--- src/ltgq_pkg.sv ---
// Shared types, constants and helpers for the local tone gain quad block.
package ltgq_pkg;

   localparam int PIXEL_WIDTH            = 16;
   localparam int GAIN_W                 = 12;
   localparam int GAIN_FRAC_BITS_DEFAULT = 8;
   localparam int PIXEL_BITS_W           = 5;
   localparam int NUM_REGS               = 5;
   localparam int CSR_ADDR_W             = $clog2(NUM_REGS) + 2;
   localparam int CSR_DATA_W             = 32;

   typedef enum logic [2:0] {
      REG_ENABLE     = 3'd0,
      REG_PIXEL_BITS = 3'd1,
      REG_STRENGTH   = 3'd2,
      REG_GAIN_MIN   = 3'd3,
      REG_GAIN_MAX   = 3'd4
   } csr_reg_type;

   typedef struct packed {
      logic                    enable;
      logic [PIXEL_BITS_W-1:0] pixel_bits;
      logic [GAIN_W-1:0]       strength;
      logic [GAIN_W-1:0]       gain_min;
      logic [GAIN_W-1:0]       gain_max;
   } cfg_type;

   typedef struct packed {
      logic [PIXEL_WIDTH-1:0] pix_top_left;
      logic [PIXEL_WIDTH-1:0] pix_top_right;
      logic [PIXEL_WIDTH-1:0] pix_bottom_left;
      logic [PIXEL_WIDTH-1:0] pix_bottom_right;
      logic [PIXEL_WIDTH-1:0] blurred_luma;
   } req_payload_type;

   typedef struct packed {
      logic [PIXEL_WIDTH-1:0] out_top_left;
      logic [PIXEL_WIDTH-1:0] out_top_right;
      logic [PIXEL_WIDTH-1:0] out_bottom_left;
      logic [PIXEL_WIDTH-1:0] out_bottom_right;
      logic [GAIN_W-1:0]      applied_gain;
   } rsp_payload_type;

   // index 0 top left, 1 top right, 2 bottom left, 3 bottom right
   typedef logic [3:0][PIXEL_WIDTH-1:0] quad_type;

   typedef struct packed {
      quad_type               quad;
      logic [PIXEL_WIDTH-1:0] luma;
      logic [PIXEL_WIDTH-1:0] enh;
   } front_out_type;

   typedef struct packed {
      quad_type          quad;
      logic [GAIN_W-1:0] quot;
      logic              force_max;
   } div_out_type;

   function automatic logic [PIXEL_WIDTH-1:0] pix_max(input logic [PIXEL_BITS_W-1:0] bits);
      logic [PIXEL_BITS_W-1:0] b;
      logic [PIXEL_WIDTH:0]    full;
      b    = (bits > PIXEL_BITS_W'(PIXEL_WIDTH)) ? PIXEL_BITS_W'(PIXEL_WIDTH) : bits;
      full = ((PIXEL_WIDTH + 1)'(1) << b) - (PIXEL_WIDTH + 1)'(1);
      return full[PIXEL_WIDTH-1:0];
   endfunction

endpackage

--- src/ltgq_ifs.sv ---
// Valid/ready stream interfaces for the quad input and the result output.
interface ltgq_req_if import ltgq_pkg::*; ();
   logic            valid;
   logic            ready;
   req_payload_type payload;

   modport source (output valid, output payload, input ready);
   modport sink (input valid, input payload, output ready);
endinterface

interface ltgq_rsp_if import ltgq_pkg::*; ();
   logic            valid;
   logic            ready;
   rsp_payload_type payload;

   modport source (output valid, output payload, input ready);
   modport sink (input valid, input payload, output ready);
endinterface

--- src/ltgq_csr.sv ---
// APB-style configuration register file.
module ltgq_csr import ltgq_pkg::*; (
   input  logic                  clock,
   input  logic                  reset,
   input  logic                  psel,
   input  logic                  penable,
   input  logic                  pwrite,
   input  logic [CSR_ADDR_W-1:0] paddr,
   input  logic [CSR_DATA_W-1:0] pwdata,
   output logic [CSR_DATA_W-1:0] prdata,
   output logic                  pready,
   output cfg_type               cfg
);

   cfg_type     cfg_ff;
   cfg_type     cfg_in;
   csr_reg_type reg_sel;
   logic        wr_en;

   assign pready  = 1'b1;
   assign wr_en   = psel && penable && pwrite;
   assign reg_sel = csr_reg_type'(paddr[CSR_ADDR_W-1:2]);
   assign cfg     = cfg_ff;

   always_comb begin
      cfg_in = cfg_ff;
      prdata = '0;
      unique case (reg_sel)
         REG_ENABLE: begin
            if (wr_en) cfg_in.enable = pwdata[0];
            prdata = CSR_DATA_W'(cfg_ff.enable);
         end
         REG_PIXEL_BITS: begin
            if (wr_en) cfg_in.pixel_bits = pwdata[PIXEL_BITS_W-1:0];
            prdata = CSR_DATA_W'(cfg_ff.pixel_bits);
         end
         REG_STRENGTH: begin
            if (wr_en) cfg_in.strength = pwdata[GAIN_W-1:0];
            prdata = CSR_DATA_W'(cfg_ff.strength);
         end
         REG_GAIN_MIN: begin
            if (wr_en) cfg_in.gain_min = pwdata[GAIN_W-1:0];
            prdata = CSR_DATA_W'(cfg_ff.gain_min);
         end
         REG_GAIN_MAX: begin
            if (wr_en) cfg_in.gain_max = pwdata[GAIN_W-1:0];
            prdata = CSR_DATA_W'(cfg_ff.gain_max);
         end
         default: begin
            prdata = '0;
         end
      endcase
   end

   always_ff @(posedge clock) begin
      if (reset) begin
         cfg_ff.enable     <= 1'b1;
         cfg_ff.pixel_bits <= PIXEL_BITS_W'(12);
         cfg_ff.strength   <= GAIN_W'(307);
         cfg_ff.gain_min   <= '0;
         cfg_ff.gain_max   <= GAIN_W'(512);
      end else begin
         cfg_ff <= cfg_in;
      end
   end

endmodule

--- src/ltgq_front.sv ---
// Front pipeline: quad luma, detail product, enhanced luma (four stages).
module ltgq_front import ltgq_pkg::*; #(
   parameter int GAIN_FRAC_BITS = GAIN_FRAC_BITS_DEFAULT
) (
   input  logic            clock,
   input  logic            reset,
   input  cfg_type         cfg,
   input  logic            in_valid,
   output logic            in_ready,
   input  req_payload_type in_data,
   output logic            out_valid,
   input  logic            out_ready,
   output front_out_type   out_data
);

   localparam int NS     = 4;
   localparam int PW     = PIXEL_WIDTH;
   localparam int PROD_W = PW + GAIN_W + 2;
   localparam int NUM_W  = PW + GAIN_W + GAIN_FRAC_BITS + 2;

   logic [NS-1:0] valid_ff;
   logic [NS-1:0] valid_in;
   logic [NS-1:0] valid_prev;
   logic [NS:0]   ready;

   logic [PW-1:0] ymax;

   logic [PW+1:0]             sum_in;
   logic [PW-1:0]             mean_in;
   logic [PW-1:0]             s1_luma_in;
   quad_type                  s1_quad_ff;
   logic [PW-1:0]             s1_luma_ff;
   logic [PW-1:0]             s1_blur_ff;

   logic signed [PW:0]        diff_in;
   logic signed [PROD_W-1:0]  s2_prod_in;
   quad_type                  s2_quad_ff;
   logic [PW-1:0]             s2_luma_ff;
   logic [PW-1:0]             s2_blur_ff;
   logic signed [PROD_W-1:0]  s2_prod_ff;

   logic signed [NUM_W-1:0]   s3_num_in;
   quad_type                  s3_quad_ff;
   logic [PW-1:0]             s3_luma_ff;
   logic signed [NUM_W-1:0]   s3_num_ff;

   logic                      positive;
   logic [NUM_W-1:0]          shifted;
   logic [PW-1:0]             s4_enh_in;
   quad_type                  s4_quad_ff;
   logic [PW-1:0]             s4_luma_ff;
   logic [PW-1:0]             s4_enh_ff;

   assign ymax = pix_max(cfg.pixel_bits);

   assign in_ready  = ready[0];
   assign out_valid = valid_ff[NS-1];

   always_comb begin
      ready[NS] = out_ready;
      for (int i = NS - 1; i >= 0; i--) begin
         ready[i] = !valid_ff[i] || ready[i+1];
      end
      valid_prev[0] = in_valid;
      for (int i = 1; i < NS; i++) begin
         valid_prev[i] = valid_ff[i-1];
      end
      for (int i = 0; i < NS; i++) begin
         valid_in[i] = ready[i] ? valid_prev[i] : valid_ff[i];
      end
   end

   always_ff @(posedge clock) begin
      if (reset) begin
         valid_ff <= '0;
      end else begin
         valid_ff <= valid_in;
      end
   end

   always_comb begin
      sum_in = (PW + 2)'(in_data.pix_top_left) + (PW + 2)'(in_data.pix_top_right)
             + (PW + 2)'(in_data.pix_bottom_left) + (PW + 2)'(in_data.pix_bottom_right)
             + (PW + 2)'(2);
      mean_in    = sum_in[PW+1:2];
      s1_luma_in = (mean_in > ymax) ? ymax : mean_in;
   end

   always_ff @(posedge clock) begin
      if (ready[0]) begin
         s1_quad_ff <= {in_data.pix_bottom_right, in_data.pix_bottom_left,
                        in_data.pix_top_right, in_data.pix_top_left};
         s1_luma_ff <= s1_luma_in;
         s1_blur_ff <= in_data.blurred_luma;
      end
   end

   assign diff_in    = $signed({1'b0, s1_luma_ff}) - $signed({1'b0, s1_blur_ff});
   assign s2_prod_in = PROD_W'(diff_in) * PROD_W'($signed({1'b0, cfg.strength}));

   always_ff @(posedge clock) begin
      if (ready[1]) begin
         s2_quad_ff <= s1_quad_ff;
         s2_luma_ff <= s1_luma_ff;
         s2_blur_ff <= s1_blur_ff;
         s2_prod_ff <= s2_prod_in;
      end
   end

   assign s3_num_in = NUM_W'(s2_prod_ff) + $signed(NUM_W'(s2_blur_ff) << GAIN_FRAC_BITS);

   always_ff @(posedge clock) begin
      if (ready[2]) begin
         s3_quad_ff <= s2_quad_ff;
         s3_luma_ff <= s2_luma_ff;
         s3_num_ff  <= s3_num_in;
      end
   end

   always_comb begin
      positive = !s3_num_ff[NUM_W-1] && (s3_num_ff != '0);
      shifted  = $unsigned(s3_num_ff) >> GAIN_FRAC_BITS;
      if (!positive) begin
         s4_enh_in = '0;
      end else if (shifted > NUM_W'(ymax)) begin
         s4_enh_in = ymax;
      end else begin
         s4_enh_in = shifted[PW-1:0];
      end
   end

   always_ff @(posedge clock) begin
      if (ready[3]) begin
         s4_quad_ff <= s3_quad_ff;
         s4_luma_ff <= s3_luma_ff;
         s4_enh_ff  <= s4_enh_in;
      end
   end

   assign out_data.quad = s4_quad_ff;
   assign out_data.luma = s4_luma_ff;
   assign out_data.enh  = s4_enh_ff;

endmodule

--- src/ltgq_div.sv ---
// Pipelined restoring divider: gain quotient, one bit per stage, with saturation.
module ltgq_div import ltgq_pkg::*; #(
   parameter int GAIN_FRAC_BITS = GAIN_FRAC_BITS_DEFAULT
) (
   input  logic          clock,
   input  logic          reset,
   input  logic          in_valid,
   output logic          in_ready,
   input  front_out_type in_data,
   output logic          out_valid,
   input  logic          out_ready,
   output div_out_type   out_data
);

   localparam int PW = PIXEL_WIDTH;
   localparam int NS = GAIN_W + 1;
   localparam int RW = PW + GAIN_W;
   localparam int XW = PW + GAIN_FRAC_BITS + GAIN_W;

   logic [NS-1:0] valid_ff;
   logic [NS-1:0] valid_in;
   logic [NS-1:0] valid_prev;
   logic [NS:0]   ready;

   logic [RW-1:0]     rem_ff   [GAIN_W];
   logic [PW-1:0]     den_ff   [GAIN_W];
   logic [GAIN_W-1:0] quot_ff  [NS];
   logic              force_ff [NS];
   quad_type          quad_ff  [NS];

   logic [XW-1:0] num_x;
   logic [XW-1:0] den_x;
   logic          force_in;

   assign in_ready  = ready[0];
   assign out_valid = valid_ff[NS-1];

   always_comb begin
      ready[NS] = out_ready;
      for (int i = NS - 1; i >= 0; i--) begin
         ready[i] = !valid_ff[i] || ready[i+1];
      end
      valid_prev[0] = in_valid;
      for (int i = 1; i < NS; i++) begin
         valid_prev[i] = valid_ff[i-1];
      end
      for (int i = 0; i < NS; i++) begin
         valid_in[i] = ready[i] ? valid_prev[i] : valid_ff[i];
      end
   end

   always_ff @(posedge clock) begin
      if (reset) begin
         valid_ff <= '0;
      end else begin
         valid_ff <= valid_in;
      end
   end

   // quotient wider than GAIN_W bits, or zero luma, clamps to gain_max
   assign num_x    = XW'(in_data.enh) << GAIN_FRAC_BITS;
   assign den_x    = XW'(in_data.luma) << GAIN_W;
   assign force_in = (in_data.luma == '0) || (num_x >= den_x);

   always_ff @(posedge clock) begin
      if (ready[0]) begin
         rem_ff[0]   <= num_x[RW-1:0];
         den_ff[0]   <= in_data.luma;
         quot_ff[0]  <= '0;
         force_ff[0] <= force_in;
         quad_ff[0]  <= in_data.quad;
      end
   end

   for (genvar j = 1; j < NS; j++) begin : g_bit
      localparam int K = GAIN_W - j;
      logic [RW:0]       trial;
      logic [GAIN_W-1:0] quot_next;

      assign trial = (RW + 1)'(rem_ff[j-1]) - ((RW + 1)'(den_ff[j-1]) << K);

      always_comb begin
         quot_next    = quot_ff[j-1];
         quot_next[K] = !trial[RW];
      end

      always_ff @(posedge clock) begin
         if (ready[j]) begin
            quot_ff[j]  <= quot_next;
            force_ff[j] <= force_ff[j-1];
            quad_ff[j]  <= quad_ff[j-1];
         end
      end

      if (j < GAIN_W) begin : g_carry
         always_ff @(posedge clock) begin
            if (ready[j]) begin
               rem_ff[j] <= trial[RW] ? rem_ff[j-1] : trial[RW-1:0];
               den_ff[j] <= den_ff[j-1];
            end
         end
      end
   end

   assign out_data.quad      = quad_ff[NS-1];
   assign out_data.quot      = quot_ff[NS-1];
   assign out_data.force_max = force_ff[NS-1];

endmodule

--- src/ltgq_scale.sv ---
// Back pipeline: gain clamp, pixel scaling, clip (or pass-through when disabled) and output register.
module ltgq_scale import ltgq_pkg::*; #(
   parameter int GAIN_FRAC_BITS = GAIN_FRAC_BITS_DEFAULT
) (
   input  logic            clock,
   input  logic            reset,
   input  cfg_type         cfg,
   input  logic            in_valid,
   output logic            in_ready,
   input  div_out_type     in_data,
   output logic            out_valid,
   input  logic            out_ready,
   output rsp_payload_type out_data
);

   localparam int NS = 3;
   localparam int PW = PIXEL_WIDTH;
   localparam int MW = PW + GAIN_W;
   localparam logic [GAIN_W-1:0] UNITY_GAIN = GAIN_W'(32'd1 << GAIN_FRAC_BITS);

   logic [NS-1:0] valid_ff;
   logic [NS-1:0] valid_in;
   logic [NS-1:0] valid_prev;
   logic [NS:0]   ready;

   logic [PW-1:0] ymax;

   logic [GAIN_W-1:0] raised;
   logic [GAIN_W-1:0] t1_gain_in;
   logic [GAIN_W-1:0] t1_gain_ff;
   quad_type          t1_quad_ff;

   logic [3:0][MW-1:0] t2_prod_in;
   logic [3:0][MW-1:0] t2_prod_ff;
   logic [GAIN_W-1:0]  t2_gain_ff;
   quad_type           t2_quad_ff;

   logic [MW-1:0]      shifted [4];
   quad_type           t3_pix_in;
   quad_type           t3_pix_ff;
   logic [GAIN_W-1:0]  t3_gain_in;
   logic [GAIN_W-1:0]  t3_gain_ff;

   assign ymax = pix_max(cfg.pixel_bits);

   assign in_ready  = ready[0];
   assign out_valid = valid_ff[NS-1];

   always_comb begin
      ready[NS] = out_ready;
      for (int i = NS - 1; i >= 0; i--) begin
         ready[i] = !valid_ff[i] || ready[i+1];
      end
      valid_prev[0] = in_valid;
      for (int i = 1; i < NS; i++) begin
         valid_prev[i] = valid_ff[i-1];
      end
      for (int i = 0; i < NS; i++) begin
         valid_in[i] = ready[i] ? valid_prev[i] : valid_ff[i];
      end
   end

   always_ff @(posedge clock) begin
      if (reset) begin
         valid_ff <= '0;
      end else begin
         valid_ff <= valid_in;
      end
   end

   // raise to gain_min first, then lower to gain_max
   always_comb begin
      raised = (in_data.quot < cfg.gain_min) ? cfg.gain_min : in_data.quot;
      if (in_data.force_max || (raised > cfg.gain_max)) begin
         t1_gain_in = cfg.gain_max;
      end else begin
         t1_gain_in = raised;
      end
   end

   always_ff @(posedge clock) begin
      if (ready[0]) begin
         t1_gain_ff <= t1_gain_in;
         t1_quad_ff <= in_data.quad;
      end
   end

   always_comb begin
      for (int k = 0; k < 4; k++) begin
         t2_prod_in[k] = MW'(t1_quad_ff[k]) * MW'(t1_gain_ff);
      end
   end

   always_ff @(posedge clock) begin
      if (ready[1]) begin
         t2_prod_ff <= t2_prod_in;
         t2_gain_ff <= t1_gain_ff;
         t2_quad_ff <= t1_quad_ff;
      end
   end

   always_comb begin
      for (int k = 0; k < 4; k++) begin
         shifted[k] = t2_prod_ff[k] >> GAIN_FRAC_BITS;
         if (!cfg.enable) begin
            t3_pix_in[k] = t2_quad_ff[k];
         end else if (shifted[k] > MW'(ymax)) begin
            t3_pix_in[k] = ymax;
         end else begin
            t3_pix_in[k] = shifted[k][PW-1:0];
         end
      end
      t3_gain_in = cfg.enable ? t2_gain_ff : UNITY_GAIN;
   end

   always_ff @(posedge clock) begin
      if (ready[2]) begin
         t3_pix_ff  <= t3_pix_in;
         t3_gain_ff <= t3_gain_in;
      end
   end

   assign out_data.out_top_left     = t3_pix_ff[0];
   assign out_data.out_top_right    = t3_pix_ff[1];
   assign out_data.out_bottom_left  = t3_pix_ff[2];
   assign out_data.out_bottom_right = t3_pix_ff[3];
   assign out_data.applied_gain     = t3_gain_ff;

endmodule

--- src/local_tone_gain_quad.sv ---
// Top level of the local tone gain quad block.
//
//  channel   direction  handshake             carries
//  req_if    in         valid/ready           four raw pixels + blurred luma
//  rsp_if    out        valid/ready           four scaled pixels + applied gain
//  csr       in/out     psel/penable/pready   enable, pixel_bits, strength, gain clamps
//
// One item enters per clock while the pipeline is not stalled; its result comes out through
// 20 register stages: 4 luma/detail front, 13 gain divider (load, then a bit per stage), 3 scaler.
// Reset clears every stage valid bit and loads the register reset values.
// Each stage holds while the one after it is full and stalled; empty stages still
// take items, so input is accepted while a result waits at the output until all stages fill.
module local_tone_gain_quad import ltgq_pkg::*; #(
   parameter int GAIN_FRAC_BITS = GAIN_FRAC_BITS_DEFAULT
) (
   input  logic                  clock,
   input  logic                  reset,
   input  logic                  psel,
   input  logic                  penable,
   input  logic                  pwrite,
   input  logic [CSR_ADDR_W-1:0] paddr,
   input  logic [CSR_DATA_W-1:0] pwdata,
   output logic [CSR_DATA_W-1:0] prdata,
   output logic                  pready,
   ltgq_req_if.sink              req_if,
   ltgq_rsp_if.source            rsp_if
);

   cfg_type       cfg;
   logic          front_valid;
   logic          front_ready;
   front_out_type front_data;
   logic          div_valid;
   logic          div_ready;
   div_out_type   div_data;

   ltgq_csr u_csr (
      .clock   (clock),
      .reset   (reset),
      .psel    (psel),
      .penable (penable),
      .pwrite  (pwrite),
      .paddr   (paddr),
      .pwdata  (pwdata),
      .prdata  (prdata),
      .pready  (pready),
      .cfg     (cfg)
   );

   ltgq_front #(.GAIN_FRAC_BITS(GAIN_FRAC_BITS)) u_front (
      .clock     (clock),
      .reset     (reset),
      .cfg       (cfg),
      .in_valid  (req_if.valid),
      .in_ready  (req_if.ready),
      .in_data   (req_if.payload),
      .out_valid (front_valid),
      .out_ready (front_ready),
      .out_data  (front_data)
   );

   ltgq_div #(.GAIN_FRAC_BITS(GAIN_FRAC_BITS)) u_div (
      .clock     (clock),
      .reset     (reset),
      .in_valid  (front_valid),
      .in_ready  (front_ready),
      .in_data   (front_data),
      .out_valid (div_valid),
      .out_ready (div_ready),
      .out_data  (div_data)
   );

   ltgq_scale #(.GAIN_FRAC_BITS(GAIN_FRAC_BITS)) u_scale (
      .clock     (clock),
      .reset     (reset),
      .cfg       (cfg),
      .in_valid  (div_valid),
      .in_ready  (div_ready),
      .in_data   (div_data),
      .out_valid (rsp_if.valid),
      .out_ready (rsp_if.ready),
      .out_data  (rsp_if.payload)
   );

endmodule

--- src/flat_wrapper.sv ---
// flat-port wrapper written by rule: the top's interface ports become plain ports
module local_tone_gain_quad_flat import ltgq_pkg::*;
#(
   parameter int GAIN_FRAC_BITS = GAIN_FRAC_BITS_DEFAULT
)
  (clock, reset, psel, penable, pwrite, paddr, pwdata, prdata, pready, req_if_valid, req_if_payload, req_if_ready, rsp_if_valid, rsp_if_payload, rsp_if_ready);
  ltgq_req_if req_if_i ();
  ltgq_rsp_if rsp_if_i ();
  input  logic clock;
  input  logic reset;
  input  logic psel;
  input  logic penable;
  input  logic pwrite;
  input  logic [CSR_ADDR_W-1:0] paddr;
  input  logic [CSR_DATA_W-1:0] pwdata;
  output logic [CSR_DATA_W-1:0] prdata;
  output logic pready;
  input wire logic [$bits(req_if_i.valid)-1:0] req_if_valid;
  input wire logic [$bits(req_if_i.payload)-1:0] req_if_payload;
  output wire logic [$bits(req_if_i.ready)-1:0] req_if_ready;
  output wire logic [$bits(rsp_if_i.valid)-1:0] rsp_if_valid;
  output wire logic [$bits(rsp_if_i.payload)-1:0] rsp_if_payload;
  input wire logic [$bits(rsp_if_i.ready)-1:0] rsp_if_ready;
  assign req_if_i.valid = req_if_valid;
  assign req_if_i.payload = req_if_payload;
  assign req_if_ready = req_if_i.ready;
  assign rsp_if_valid = rsp_if_i.valid;
  assign rsp_if_payload = rsp_if_i.payload;
  assign rsp_if_i.ready = rsp_if_ready;
  local_tone_gain_quad #(.GAIN_FRAC_BITS(GAIN_FRAC_BITS)) u_core (.clock(clock), .reset(reset), .psel(psel), .penable(penable), .pwrite(pwrite), .paddr(paddr), .pwdata(pwdata), .prdata(prdata), .pready(pready), .req_if(req_if_i), .rsp_if(rsp_if_i));
endmodule
--- config.mk ---
export PLATFORM = sky130hd
export DESIGN_NAME = local_tone_gain_quad_flat
export DESIGN_NICKNAME = d
export VERILOG_FILES = /design/src/ltgq_pkg.sv /design/src/ltgq_ifs.sv /design/src/ltgq_csr.sv /design/src/ltgq_front.sv /design/src/ltgq_div.sv /design/src/ltgq_scale.sv /design/src/local_tone_gain_quad.sv /design/src/flat_wrapper.sv
export SDC_FILE = /design/constraint.sdc
export NUM_CORES = 2
export LEC_CHECK = 0
export ABC_AREA = 1
export BUFFER_PORTS_ARGS = -buffer_cell sky130_fd_sc_hd__buf_2
export CORE_MARGIN = 1.5
export CORE_UTILIZATION = 45
export CTS_BUF_LIST = sky130_fd_sc_hd__clkbuf_8
export CTS_CLUSTER_DIAMETER = 100
export DETAILED_ROUTE_END_ITERATION = 8
export GPL_ROUTABILITY_DRIVEN = 0
export PLACE_DENSITY_LB_ADDON = 0.08
export SLEW_MARGIN = 20
export SYNTH_ARGS = -nofsm -noshare
export SYNTH_HDL_FRONTEND = slang
export SYNTH_HIERARCHICAL = 1
export SYNTH_SLANG_ARGS = --single-unit
--- constraint.sdc ---
create_clock -name clock -period 42.2 [get_ports clock]
set_input_delay 6.33 -clock clock [delete_from_list [all_inputs] [get_ports clock]]
set_output_delay 6.33 -clock clock [all_outputs]
set_load 0.005 [all_outputs]
==> metrics.txt <==
minimum clock period after layout=18.56 ns; Die W=528 microns; fmax=0.0539 GHz; Max-slew headroom=29.1%; initial antenna violation count=7; nature of the critical path endpoint=primary output; TritonCTS clock tree=done; CTS Buf Count=362; post-CTS setup buffers=0; DRC errors left=0; most frequent cell on the critical path=nor2_1; Clock transition at path regs=0.06 ns; core area=274000 sq um; post-synth top area share=51.3%; DRT Pass-1 Iters=6; WL per Instance=17.5 microns; Hold WC Path Type=flip-flop to flip-flop; WP data required=35.87 ns; slowest CP cell=nor2_1; count leader, synth=nand2_1; # resized after CTS=0; Final period util=44.0%; Worst Path Arrival=12.23 ns; port buffer count=191; async set or reset register ratio after synthesis=0%; Clock Latency Late Sink=1.05 ns; number of synthesized flops with an enable pin=2116; Max Root-Sink Buffers=4; first-pass GRT wire length=434000 microns; startpoint class of the critical path=input pin; most instantiated cells after synthesis=2441 x nand2_1, 2116 x edfxtp_1, 2025 x inv_1; Starting Density=45.3%; clk sinks=2178; max-cap viol count=0; clock skew=0.105 ns; largest area contributor in the synthesized netlist=edfxtp_1; Final ANT Viol Nets=0; fin. max-slew vios=0; fraction of layout cells with a size suffix above 1=7.88%; Setup TNS=0 ns; final setup violating endpoints=0; Worst Path Class, Setup=input pin to primary output; RSZ-0062 raised after global routing=no; dpl hpwl=206000 microns; Seq/Total Area, Yosys=52.3%; die area=278000 sq um; Critical Path, Cell by Cell=buf_2, inv_1, nand2_4, nor2_1, nand2_4, inv_1, nand3_4, nor2_1, nand4_4, nor2_2, nand4_4, nor2_1, nand3_4, nor2_1, clkinv_2, nor2_1, inv_4, nor2_1, nand2_4, buf_2; CTS H-tree lvls=5; drt first-iter violations=5239; number of fill cells=24600; GRT Residual Overflow=0; pin count of the biggest net entering global routing=90; # rows=192; status=finished clean; Synth Warn #=6; delay of the slowest critical-path stage=0.55 ns; Routed WL=274000 microns; Post-Syn Instances=11400; #FFs+latches synth=2178; Area contributors post-synth=edfxtp_1 51%, fa_1 13%, nand2_1 7.4%; Cell Area, Synth=124000 sq um; number of global-route vias before repair=79900; Worst Max-Slew Pin Slew=1.06 ns; Max FO, Critical Path=49; Area growth, synth to finish=9.00%; GRT Overall Usage=19.7%; io pins=235; die height=528 microns; top_reg_cell synth=edfxtp_1; via count=78500; vias per cell=5.03; Hold Buf Count CTS=0; nets=13300; syn_area_per_cell=10.8 sq um; clk root buf=clkbuf_8; final hold violation count=0; Synth cell types=68
logic make-up after synthesis:
group | share of synthesized area [%]
AOI/OAI and AO/OA | 4.79
xor gates and xnor gates | 1.96
adders and majority gates | 19.5
buffers and inverters | 7.78
DFF | 52.3
other | 0.00909
and+or+nand+nor | 13.7
cell usage in the layout (no fill, tap or decap), types with 22 or more instances in the layout:
cell,instances
o21bai_1,28
o21ai_1,124
nand2_1,2434
nand3b_1,39
a21o_1,39
xor2_1,130
o21ai_2,37
buf_2,191
ha_1,664
dfxtp_1,61
a31oi_1,26
clkinv_1,76
a21oi_2,22
inv_1,2142
buf_4,76
clkinv_2,36
edfxtp_1,2116
nand4_1,88
nor2_1,712
inv_2,27
fa_1,788
xnor2_1,141
a21oi_1,470
nand3_1,515
nor3_1,59
o21ai_0,258
or2_2,29
clkbuf_8,365
conb_1,23
nor4_1,32
metal layers:
metal | vias to the layer above | share of wire [%] | track usage, %
li1 | 37700 | - | -
met4 | 4 | 3.9 | 8.07
met5 | - | 0.0099 | 0
met2 | 2220 | 46 | 32.3
met1 | 38000 | 44 | 26.6
met3 | 593 | 5.3 | 2.48
through the flow:
stage,setup WS [ns],instance area (sq um),hold slack [ns],util (%),instances
4_1_cts,23.42,135000,0.324,49.3,15600
3_5_place_dp,23.45,128000,0.405,46.8,14900
6_report,23.64,135000,0.333,49.3,15600
2_1_floorplan,9.04,124000,0.400,-,11400
5_1_grt,22.96,135000,0.345,49.3,15600
3_3_place_gp,23.52,128000,0.401,46.8,14900
registers in the layout, indices dropped and copies added, names as in the netlist, 30 cells and up:
name                       count
u_core/u_scale/shifted        80
u_core/u_scale/out_data       64
u_core/u_scale/t1_quad_ff     64
u_core/u_div/quad_ff         832
u_core/u_scale/t2_quad_ff     64
u_core/u_front/s3_num_ff      31
u_core/u_front/s3_quad_ff     64
u_core/u_div/den_ff          192
u_core/u_front/out_data       64
u_core/u_front/s2_prod_ff     30
u_core/u_div/quot_ff          78
u_core/u_front/s2_quad_ff     64
u_core/u_front/s1_quad_ff     64
u_core/u_csr/cfg              42
u_core/u_div/rem_ff          264
worst paths after layout:
| path | startpoint | cells after the start | slack (ns) | to |
|---|---|---|---|---|
| worst max-delay path | rsp_if_ready | 20 | 23.64 | req_if_ready |
| worst min-delay path | u_core/u_div/quad_ff[0][192] | 0 | 0.33 | u_core/u_div/quad_ff[0][256] |
| worst max register to register | u_core/u_front/s1_blur_ff[0] | 25 | 34.93 | u_core/u_front/s2_prod_ff[29] |
| worst min register to register | u_core/u_div/quad_ff[0][192] | 0 | 0.33 | u_core/u_div/quad_ff[0][256] |
final cells by class:
class | instances | area, sq um | area share [%]
multi-input combinational | 6856 | 49600 | 36.7
antenna | 4 | 10.0 | 0.00742
clock inverter | 284 | 1800 | 1.34
timing repair buffer | 267 | 1530 | 1.13
tap | 3589 | 4490 | 3.33
sequential | 2178 | 64800 | 48.0
inverter | 2056 | 7750 | 5.74
clock buffer | 365 | 5020 | 3.72
critical path, delay by kind of cell:
family                 cells  cell delay, ns
buffers and inverters      6            1.49
and+or+nand+nor           14            4.37
Power is not shown: default switching activity piles up to over one toggle a cycle in this logic, so the estimate is an artifact.
